==> config.mk <==
export PLATFORM = sky130hd
export DESIGN_NAME = multitone_sine_synthesizer
export DESIGN_NICKNAME = d
export VERILOG_FILES = /design/src/rtl/mss_pkg.sv /design/src/rtl/multitone_sine_synthesizer.sv /design/src/rtl/mss_ram.sv /design/src/rtl/mss_div.sv /design/src/rtl/mss_sine.sv
export SDC_FILE = /design/constraint.sdc
export NUM_CORES = 2
export LEC_CHECK = 0
export BUFFER_PORTS_ARGS = -buffer_cell sky130_fd_sc_hd__buf_2
export CAP_MARGIN = 15
export CORE_ASPECT_RATIO = 2
export CORE_MARGIN = 5
export CORE_UTILIZATION = 70
export CTS_CLUSTER_DIAMETER = 60
export DETAILED_ROUTE_END_ITERATION = 7
export PLACE_DENSITY = 0.87
export SYNTH_ARGS = -nofsm -noshare
export SYNTH_HDL_FRONTEND = slang
export SYNTH_SLANG_ARGS = --single-unit
export TNS_END_PERCENT = 5
==> constraint.sdc <==
create_clock -name clk -period 17.3 [get_ports clk]
set_input_delay 4.325 -clock clk [delete_from_list [all_inputs] [get_ports clk]]
set_output_delay 4.325 -clock clk [all_outputs]
set_load 0.005 [all_outputs]
==> src/rtl/mss_pkg.sv <==
// Shared types and constants of the multitone sine synthesizer.
`timescale 1ns / 1ps

package mss_pkg;

	localparam int ACC_W      = 18;
	localparam int FREQ_W     = 17;
	localparam int AMP_W      = 15;
	localparam int CFG_W      = 32;
	localparam int CFG_IDX_W  = 3;
	localparam int TONE_SLOTS = 7;
	localparam int SLOT_W     = 3;
	localparam int MUL_W      = 31;
	localparam int SUM_W      = 34;
	localparam int CONTRIB_W  = 31;
	localparam int PCM_W      = 16;

	localparam logic [CFG_IDX_W-1:0] REG_SAMPLE_RATE = CFG_IDX_W'(0);
	localparam logic [ACC_W-1:0]     RATE_RESET      = ACC_W'(48000);

	localparam logic [MUL_W-1:0] C1 = 31'd1686629713;
	localparam logic [MUL_W-1:0] C3 = 31'd693598668;
	localparam logic [MUL_W-1:0] C5 = 31'd85569306;
	localparam logic [MUL_W-1:0] C7 = 31'd5026995;
	localparam logic [MUL_W-1:0] C9 = 31'd172272;

	localparam logic [AMP_W-1:0] MAG_MAX = 15'd32767;

	typedef logic [AMP_W-1:0]  amp_t;
	typedef logic [FREQ_W-1:0] freq_t;
	typedef logic [ACC_W-1:0]  acc_t;

endpackage

==> src/rtl/multitone_sine_synthesizer.sv <==
// Top level of the multitone sine synthesizer.
//
//  port group   direction  handshake            payload
//  in           to block   in_valid / in_stall  restart
//  out          from block out_valid/out_stall  sample, clipped, range_error
//  cfg          to block   cfg_wen              cfg_index, cfg_data
//
// Per tone in range a sample runs a check and a read state, the serial divider
// (ACC_W + SINE_TABLE_BITS shifts) and the shared-multiplier sine sequencer (a
// multiply and a write-back per step); a tone out of range only flags a range
// error. Reset clears the phase-accumulator valid bits, so no clearing pass runs;
// a restart transaction clears the same bits. A finished sample holds the block while
// the previous one waits in the output register under out_stall.
`timescale 1ns / 1ps

module multitone_sine_synthesizer
	import mss_pkg::*;
#(
	parameter int NUM_TONES       = 7,
	parameter int SINE_TABLE_BITS = 12
) (
	input  logic                    clk,
	input  logic                    arst_n,
	input  logic                    in_valid,
	output logic                    in_stall,
	input  logic                    restart,
	output logic                    out_valid,
	input  logic                    out_stall,
	output logic signed [PCM_W-1:0] sample,
	output logic                    clipped,
	output logic                    range_error,
	input  logic                    cfg_wen,
	input  logic [CFG_IDX_W-1:0]    cfg_index,
	input  logic [CFG_W-1:0]        cfg_data
);

	typedef enum logic [5:0] {
		S_IDLE  = 6'b00_0001,
		S_CHECK = 6'b00_0010,
		S_READ  = 6'b00_0100,
		S_DIV   = 6'b00_1000,
		S_SINE  = 6'b01_0000,
		S_DONE  = 6'b10_0000
	} state_t;

	state_t                   state_q;
	acc_t                     rate_q;
	logic [CFG_W-1:0]         tone_q [TONE_SLOTS];
	logic [TONE_SLOTS-1:0]    vld_q;
	logic [SLOT_W-1:0]        t_q;
	logic signed [SUM_W-1:0]  sum_q;
	logic                     rerr_q;
	logic                     out_valid_q;
	logic signed [PCM_W-1:0]  sample_q;
	logic                     clipped_q;
	logic                     range_error_q;

	freq_t                       freq;
	amp_t                        amp;
	acc_t                        acc_rd;
	acc_t                        acc_cur;
	logic                        out_of_range;
	logic                        div_start;
	logic                        div_done;
	logic [SINE_TABLE_BITS-1:0]  div_idx;
	acc_t                        div_mod;
	logic [ACC_W:0]              acc_sum;
	acc_t                        acc_next;
	logic                        sine_done;
	logic signed [CONTRIB_W-1:0] sine_contrib;
	logic                        wr_en;
	logic [SLOT_W-1:0]           cfg_slot;
	logic [SUM_W-1:0]            sum_abs;
	logic [18:0]                 sum_mag;
	logic signed [PCM_W-1:0]     sat_sample;
	logic                        sat_clip;
	logic                        out_free;

	always_comb begin
		freq         = tone_q[t_q][FREQ_W-1:0];
		amp          = tone_q[t_q][CFG_W-1:FREQ_W];
		out_of_range = {1'b0, freq} >= rate_q;
		acc_cur      = vld_q[t_q] ? acc_rd : '0;
		div_start    = (state_q == S_READ);
		acc_sum      = {1'b0, div_mod} + {2'b00, freq};
		acc_next     = (acc_sum >= {1'b0, rate_q}) ? ACC_W'(acc_sum - {1'b0, rate_q})
		                                           : acc_sum[ACC_W-1:0];
		wr_en        = (state_q == S_DIV) && div_done;
		cfg_slot     = cfg_index - SLOT_W'(1);
		out_free     = !out_valid_q || !out_stall;
	end

	always_comb begin
		sum_abs  = sum_q[SUM_W-1] ? SUM_W'(-sum_q) : SUM_W'(sum_q);
		sum_mag  = sum_abs[SUM_W-1:15];
		if (sum_q[SUM_W-1]) begin
			sat_clip   = sum_mag > 19'd32768;
			sat_sample = sat_clip ? PCM_W'(16'sh8000) : $signed(PCM_W'(0) - sum_mag[PCM_W-1:0]);
		end else begin
			sat_clip   = sum_mag > 19'd32767;
			sat_sample = sat_clip ? PCM_W'(16'sh7fff) : $signed(sum_mag[PCM_W-1:0]);
		end
	end

	mss_ram #(
		.WIDTH(ACC_W),
		.DEPTH(TONE_SLOTS)
	) u_acc_ram (
		.clk  (clk),
		.we   (wr_en),
		.waddr(t_q),
		.wdata(acc_next),
		.raddr(t_q),
		.rdata(acc_rd)
	);

	mss_div #(
		.SINE_TABLE_BITS(SINE_TABLE_BITS)
	) u_div (
		.clk    (clk),
		.arst_n (arst_n),
		.start  (div_start),
		.acc    (acc_cur),
		.rate   (rate_q),
		.done   (div_done),
		.idx    (div_idx),
		.acc_mod(div_mod)
	);

	mss_sine #(
		.SINE_TABLE_BITS(SINE_TABLE_BITS)
	) u_sine (
		.clk    (clk),
		.arst_n (arst_n),
		.start  (wr_en),
		.idx    (div_idx),
		.amp    (amp),
		.done   (sine_done),
		.contrib(sine_contrib)
	);

	always_ff @(posedge clk or negedge arst_n) begin
		if (!arst_n) begin
			rate_q <= RATE_RESET;
			for (int i = 0; i < TONE_SLOTS; i++) begin
				tone_q[i] <= '0;
			end
		end else if (cfg_wen) begin
			if (cfg_index == REG_SAMPLE_RATE) begin
				rate_q <= cfg_data[ACC_W-1:0];
			end else begin
				tone_q[cfg_slot] <= cfg_data;
			end
		end
	end

	always_ff @(posedge clk or negedge arst_n) begin
		if (!arst_n) begin
			state_q       <= S_IDLE;
			vld_q         <= '0;
			t_q           <= '0;
			sum_q         <= '0;
			rerr_q        <= 1'b0;
			out_valid_q   <= 1'b0;
			sample_q      <= '0;
			clipped_q     <= 1'b0;
			range_error_q <= 1'b0;
		end else begin
			if (state_q == S_DONE && out_free) begin
				out_valid_q <= 1'b1;
			end else if (!out_stall) begin
				out_valid_q <= 1'b0;
			end
			unique case (state_q)
				S_IDLE: begin
					if (in_valid) begin
						if (restart) begin
							vld_q <= '0;
						end
						t_q     <= '0;
						sum_q   <= '0;
						rerr_q  <= 1'b0;
						state_q <= S_CHECK;
					end
				end
				S_CHECK: begin
					if (out_of_range) begin
						rerr_q <= 1'b1;
						if (t_q == SLOT_W'(NUM_TONES - 1)) begin
							state_q <= S_DONE;
						end else begin
							t_q <= t_q + SLOT_W'(1);
						end
					end else begin
						state_q <= S_READ;
					end
				end
				S_READ: begin
					state_q <= S_DIV;
				end
				S_DIV: begin
					if (div_done) begin
						vld_q[t_q] <= 1'b1;
						state_q    <= S_SINE;
					end
				end
				S_SINE: begin
					if (sine_done) begin
						sum_q <= sum_q + SUM_W'(sine_contrib);
						if (t_q == SLOT_W'(NUM_TONES - 1)) begin
							state_q <= S_DONE;
						end else begin
							t_q     <= t_q + SLOT_W'(1);
							state_q <= S_CHECK;
						end
					end
				end
				S_DONE: begin
					if (out_free) begin
						sample_q      <= sat_sample;
						clipped_q     <= sat_clip;
						range_error_q <= rerr_q;
						state_q       <= S_IDLE;
					end
				end
				default: state_q <= S_IDLE;
			endcase
		end
	end

	assign in_stall    = (state_q != S_IDLE);
	assign out_valid   = out_valid_q;
	assign sample      = sample_q;
	assign clipped     = clipped_q;
	assign range_error = range_error_q;

endmodule

==> src/rtl/mss_ram.sv <==
// Generic single-write, single-read RAM with registered read data.
`timescale 1ns / 1ps

module mss_ram #(
	parameter int WIDTH = 18,
	parameter int DEPTH = 7
) (
	input  logic                     clk,
	input  logic                     we,
	input  logic [$clog2(DEPTH)-1:0] waddr,
	input  logic [WIDTH-1:0]         wdata,
	input  logic [$clog2(DEPTH)-1:0] raddr,
	output logic [WIDTH-1:0]         rdata
);

	logic [WIDTH-1:0] mem [DEPTH];
	logic [WIDTH-1:0] rdata_q;

	always_ff @(posedge clk) begin
		if (we) begin
			mem[waddr] <= wdata;
		end
		rdata_q <= mem[raddr];
	end

	assign rdata = rdata_q;

endmodule

==> src/rtl/mss_div.sv <==
// Bit-serial restoring divider: table index and phase remainder.
`timescale 1ns / 1ps

module mss_div
	import mss_pkg::*;
#(
	parameter int SINE_TABLE_BITS = 12
) (
	input  logic                       clk,
	input  logic                       arst_n,
	input  logic                       start,
	input  acc_t                       acc,
	input  acc_t                       rate,
	output logic                       done,
	output logic [SINE_TABLE_BITS-1:0] idx,
	output acc_t                       acc_mod
);

	localparam int DW = ACC_W + SINE_TABLE_BITS;
	localparam int CW = $clog2(DW + 1);

	logic [DW-1:0]              dvd_q;
	acc_t                       rem_q;
	acc_t                       mod_q;
	logic [SINE_TABLE_BITS-1:0] quo_q;
	logic [CW-1:0]              cnt_q;
	logic                       run_q;
	logic                       done_q;

	logic [ACC_W:0] shl;
	logic [ACC_W:0] trial;
	logic           fits;
	acc_t           nrem;

	always_comb begin
		shl   = {rem_q, dvd_q[DW-1]};
		fits  = shl >= {1'b0, rate};
		trial = shl - {1'b0, rate};
		nrem  = fits ? trial[ACC_W-1:0] : shl[ACC_W-1:0];
	end

	always_ff @(posedge clk or negedge arst_n) begin
		if (!arst_n) begin
			run_q  <= 1'b0;
			done_q <= 1'b0;
			cnt_q  <= '0;
		end else begin
			done_q <= 1'b0;
			if (start) begin
				run_q <= 1'b1;
				cnt_q <= '0;
			end else if (run_q) begin
				if (cnt_q == CW'(DW - 1)) begin
					run_q  <= 1'b0;
					done_q <= 1'b1;
				end else begin
					cnt_q <= cnt_q + CW'(1);
				end
			end
		end
	end

	always_ff @(posedge clk) begin
		if (start) begin
			dvd_q <= {acc, {SINE_TABLE_BITS{1'b0}}};
			rem_q <= '0;
		end else if (run_q) begin
			dvd_q <= {dvd_q[DW-2:0], 1'b0};
			rem_q <= nrem;
			quo_q <= {quo_q[SINE_TABLE_BITS-2:0], fits};
			if (cnt_q == CW'(ACC_W - 1)) begin
				mod_q <= nrem;
			end
		end
	end

	assign done    = done_q;
	assign idx     = quo_q;
	assign acc_mod = mod_q;

endmodule

==> src/rtl/mss_sine.sv <==
// Sine evaluation and amplitude scaling on one shared multiplier.
`timescale 1ns / 1ps

module mss_sine
	import mss_pkg::*;
#(
	parameter int SINE_TABLE_BITS = 12
) (
	input  logic                        clk,
	input  logic                        arst_n,
	input  logic                        start,
	input  logic [SINE_TABLE_BITS-1:0]  idx,
	input  amp_t                        amp,
	output logic                        done,
	output logic signed [CONTRIB_W-1:0] contrib
);

	localparam int QB  = SINE_TABLE_BITS - 2;
	localparam int QTR = 1 << QB;

	typedef enum logic [7:0] {
		ST_SQ = 8'b0000_0001,
		ST_H7 = 8'b0000_0010,
		ST_H5 = 8'b0000_0100,
		ST_H3 = 8'b0000_1000,
		ST_H1 = 8'b0001_0000,
		ST_S  = 8'b0010_0000,
		ST_M  = 8'b0100_0000,
		ST_A  = 8'b1000_0000
	} step_t;

	step_t                       step_q;
	logic                        half_q;
	logic                        run_q;
	logic                        done_q;
	logic                        neg_q;
	amp_t                        amp_q;
	amp_t                        mag_q;
	logic [MUL_W-1:0]            x_q;
	logic [MUL_W-1:0]            x2_q;
	logic [MUL_W-1:0]            p_q;
	logic [2*MUL_W-1:0]          prod_q;
	logic signed [CONTRIB_W-1:0] contrib_q;

	logic [QB:0]       rr;
	logic [MUL_W-1:0]  x_in;
	logic [MUL_W-1:0]  mul_a;
	logic [MUL_W-1:0]  mul_b;
	logic [MUL_W-1:0]  prod_hi;
	logic [46:0]       rnd;
	logic [16:0]       mraw;

	always_comb begin
		rr = idx[QB] ? ((QB+1)'(QTR) - {1'b0, idx[QB-1:0]}) : {1'b0, idx[QB-1:0]};
		x_in    = {rr, {(MUL_W - QB - 1){1'b0}}};
		prod_hi = prod_q[60:30];
		rnd     = prod_q[46:0] + 47'(1 << 29);
		mraw    = rnd[46:30];
	end

	always_comb begin
		unique case (step_q)
			ST_SQ: begin
				mul_a = x_q;
				mul_b = x_q;
			end
			ST_H7: begin
				mul_a = x2_q;
				mul_b = C9;
			end
			ST_H5, ST_H3, ST_H1: begin
				mul_a = x2_q;
				mul_b = p_q;
			end
			ST_S: begin
				mul_a = x_q;
				mul_b = p_q;
			end
			ST_M: begin
				mul_a = p_q;
				mul_b = MUL_W'(MAG_MAX);
			end
			ST_A: begin
				mul_a = MUL_W'(amp_q);
				mul_b = MUL_W'(mag_q);
			end
			default: begin
				mul_a = '0;
				mul_b = '0;
			end
		endcase
	end

	always_ff @(posedge clk or negedge arst_n) begin
		if (!arst_n) begin
			step_q <= ST_SQ;
			half_q <= 1'b0;
			run_q  <= 1'b0;
			done_q <= 1'b0;
		end else begin
			done_q <= 1'b0;
			if (start) begin
				step_q <= ST_SQ;
				half_q <= 1'b0;
				run_q  <= 1'b1;
			end else if (run_q) begin
				half_q <= !half_q;
				if (half_q) begin
					unique case (step_q)
						ST_SQ:   step_q <= ST_H7;
						ST_H7:   step_q <= ST_H5;
						ST_H5:   step_q <= ST_H3;
						ST_H3:   step_q <= ST_H1;
						ST_H1:   step_q <= ST_S;
						ST_S:    step_q <= ST_M;
						ST_M:    step_q <= ST_A;
						ST_A: begin
							run_q  <= 1'b0;
							done_q <= 1'b1;
						end
						default: step_q <= ST_SQ;
					endcase
				end
			end
		end
	end

	always_ff @(posedge clk) begin
		if (start) begin
			x_q   <= x_in;
			amp_q <= amp;
			neg_q <= idx[QB+1];
		end else if (run_q) begin
			if (!half_q) begin
				prod_q <= mul_a * mul_b;
			end else begin
				case (step_q)
					ST_SQ: x2_q <= prod_hi;
					ST_H7: p_q  <= C7 - prod_hi;
					ST_H5: p_q  <= C5 - prod_hi;
					ST_H3: p_q  <= C3 - prod_hi;
					ST_H1: p_q  <= C1 - prod_hi;
					ST_S:  p_q  <= prod_hi;
					ST_M:  mag_q <= (mraw > 17'(MAG_MAX)) ? MAG_MAX : mraw[AMP_W-1:0];
					ST_A: begin
						contrib_q <= neg_q ? -$signed({1'b0, prod_q[29:0]})
						                   : $signed({1'b0, prod_q[29:0]});
					end
					default: p_q <= p_q;
				endcase
			end
		end
	end

	assign done    = done_q;
	assign contrib = contrib_q;

endmodule
==> impl_metrics.env <==
export IMPL_outcome="finished, violations left"
export IMPL_violations="DRC"
export IMPL_leakagePower_nw=32.3
export IMPL_report_final_slew_viol_count=0
export IMPL_clk_latency_ns=0.72
export IMPL_critPathCaptureType="register"
export IMPL_finalWeightedCongestion=1.12
export IMPL_critPathKind="reg2reg"
export IMPL_coreArea_um2=96300
export IMPL_hold_viol_final=0
export IMPL_dp_hpwl_um=196000
export IMPL_period_share_pct=71.0
export IMPL_antenna_left=0
export IMPL_die_w_um=230
export IMPL_fp_row_count=161
export IMPL_worstPathRequired_ns=17.74
export IMPL_nNetsFinal=7921
export IMPL_pin_count=61
export IMPL_path_delay_family="adder cells"
export IMPL_clockBufferDepth=3
export IMPL_drive_above_1_share_pct=10.8
export IMPL_vias=56200
export IMPL_cts_root_buf="clkbuf_16"
export IMPL_crit_buf_inv=3
export IMPL_cts_hold_buf=0
export IMPL_power_density_nw_per_um2=96.0
export IMPL_setup_violations=0
export IMPL_wl_per_cell_um=33.6
export IMPL_dieHeight_um=450
export IMPL_wirelength_um=267000
export IMPL_crit_slowest_cell="ha_1"
export IMPL_grt_ovfl_total=0
export IMPL_synth_area_per_cell_um2=10.1
export IMPL_dieArea_um2=103000
export IMPL_synth_cells=6707
export IMPL_htreeDepth=3
export IMPL_skew_ns=0.0432
export IMPL_synth_area_leader_cell="fa_1"
export IMPL_io_buffer_count=60
export IMPL_worstPathMaxFanout=36
export IMPL_ys_async_sr_fraction_pct=44.8
export IMPL_drc=1
export IMPL_synth_area_top_cells="fa_1, edfxtp_1, dfrtp_1, ha_1, inv_1"
export IMPL_cts_resized=0
export IMPL_worst_slew_pin_slew_ns=1.39
export IMPL_grt_max_degree=185
export IMPL_netlist_area_leader_share_pct=24.9
export IMPL_syn_area_um2=67700
export IMPL_hp_class="reg2reg"
export IMPL_grt_pass1_vias=60400
export IMPL_max_cap_violations=0
export IMPL_synth_fp_nets=7973
export IMPL_antenna_found_initial=19
export IMPL_cp_start_kind="register"
export IMPL_vdd_drop_max_uv=225
export IMPL_synth_cell_types=108
export IMPL_cp_data_arrival_time_ns=12.72
export IMPL_post_cts_repair_setup_buffers=0
export IMPL_ys_warn_count=0
export IMPL_cts_tree="done"
export IMPL_max_freq_ghz=0.0814
export IMPL_ys_flop_type="edfxtp_1"
export IMPL_timing_critical_path_mode_cell="fa_1"
export IMPL_initial_core_util_pct=70.3
export IMPL_grt_use_total_pct=52.4
export IMPL_power_total_mw=6.92
export IMPL_synth_edf_count=370
export IMPL_ys_seq_elements=736
export IMPL_first_iter_violations=6273
export IMPL_rsz0062_at_grt="no"
export IMPL_cts_num_sinks=736
export IMPL_slowest_delay_ns=0.97
export IMPL_max_slew_margin_rel_pct=6.57
export IMPL_grt_pass1_wl_um=393000
export IMPL_first_pass_iters=8
export IMPL_hold_ws_ns=0.402
export IMPL_syn2layout_area_growth_pct=6.37
export IMPL_tns_ns=0
export IMPL_cts_made_buffers=68
export IMPL_viasPerCell=7.07
export IMPL_fin_crit_ns=12.29
export IMPL_clkSlewWorstSetupHoldPaths_ns=0.08
export IMPL_yosysSeqAreaShare_pct=29.7
==> kinds of logic (layout without fill, tap and decap cells) <==
logic type	count (synthesis)	count (layout)	share of synthesized area (%)
mux	332	332	5.43
buf+inv	1246	1249	7.12
other cells	0	11	0
compound gates	1051	1051	10.8
xor+xnor	218	218	2.83
flops	736	736	29.7
fa+ha+maj	1225	1225	32.0
simple gates	1899	1899	12.2
==> power breakdown <==
| part | internal [mW] | switching (mW) |
|---|---|---|
| logic | 0.918 | 1.64 |
| clock network | 0.904 | 0.770 |
| registers | 2.47 | 0.211 |
==> registers in the layout, indices dropped and copies added (netlist names), 16 cells and up <==
signal           flops
u_sine.p_q          31
u_sine.contrib      31
sample              16
u_div.dvd_q         18
rate_q              18
sum_q               34
u_acc_ram.mem      126
u_acc_ram.rdata     18
tone_q             224
u_sine.prod_q       61
u_div.acc_mod       18
u_div.rem_q         18
u_sine.x2_q         31
==> cell type report <==
class | count | area (µm²)
sequential | 736 | 20100
multi-input combinational | 4725 | 43000
fill | 6572 | 24300
clock buffer | 83 | 1880
timing repair buffer | 213 | 1510
clock inverter | 42 | 546
tap | 1222 | 1530
antenna | 11 | 27.5
inverter | 911 | 3420
==> path summary, 6_finish.rpt <==
check | startpoint | end | slack (ns) | cells past startpoint
min | u_div.idx[11] | u_sine.neg_q | 0.40 | 0
min in group asynchronous | arst_n | sample[13] | 3.65 | 1
max in group asynchronous | arst_n | tone_q[202] | 11.33 | 3
min reg2reg | u_div.idx[11] | u_sine.neg_q | 0.40 | 0
max | u_sine.step_q[1] | u_sine.prod_q[60] | 5.01 | 30
max reg2reg | u_sine.step_q[1] | u_sine.prod_q[60] | 5.01 | 30
==> metal layers <==
layer  routed length [µm]  GRT usage (%)  share of wire (%)  vias to the layer above
met2               127000           84.7                 47                     4332
met1                66900           44.7                 25                    27400
met4                45000           62.8                 17                       18
li1                     -              -                  -                    22100
met3                27800           19.6                 10                     2322
met5                  272          0.663               0.10                        -
==> worst register-to-register path: cells and delay by family (launching register included) <==
family	cells	cell delay (ns)
AOI/OAI and AO/OA	7	1.55
xor gates and xnor gates	1	0.13
and+or+nand+nor	10	4.30
DFF	1	0.47
buffers and inverters	3	0.46
adders and majority gates	9	5.10
==> synth_stat cells, drive strengths merged (9+ instances only) <==
library cell    n
dfxtp          36
o21a           31
o41ai          13
nand3b         10
edfxtp        370
xor2           71
nand2b         36
or3            30
dfrtp         321
a31oi          41
mux2          273
a21o           66
buf           133
nor3b          15
mux2i          58
a22oi         100
o221ai         22
nor2b          32
fa            841
a21oi         227
a221oi         47
nor4           27
o21ai         205
or2            15
nand3          86
o22ai          16
dfstp           9
nor2          710
xnor2         147
or4             9
o21bai         29
nand4          25
o211ai         18
a211oi         21
and3           27
ha            384
nand2         766
nor3           34
o31ai          22
inv           910
clkbuf        202
a22o           77
and2           55
a221o          27
==> cell usage in the layout, fill, tap and decap left out, drive strengths merged, types with 16 or more instances in the layout <==
master and instances:
dfxtp 36, and3 27, nor4 27, clkbuf 86
o31ai 22, inv 919, nand4 25, ha 384
a221o 27, buf 210, a211oi 21, and2 55
o21a 31, or3 30, nand3 86, clkinv 23
o21ai 205, fa 841, dfrtp 321, mux2 273
o21bai 29, a21oi 227, a22o 77, nand2 766
o211ai 18, edfxtp 370, nor2b 32, nor3 34
a221oi 47, a31oi 41, o22ai 16, a22oi 100
o221ai 22, mux2i 58, nor2 710, nand2b 36
xnor2 147, a21o 66, xor2 71
==> through the flow <==
stage                     utilization, %  setup WS, ns  instance area, µm²  instances
after floorplan                        -          8.09               67700       6707
after global placement              72.2          5.59               69500       7799
after detailed placement            72.2          5.49               69500       7801
after CTS                           74.7          5.46               71900       7926
after global routing                74.8          4.76               72000       7932
final                               74.8          5.01               72000       7943
No activity file was read; power rests on OpenSTA's default activity.
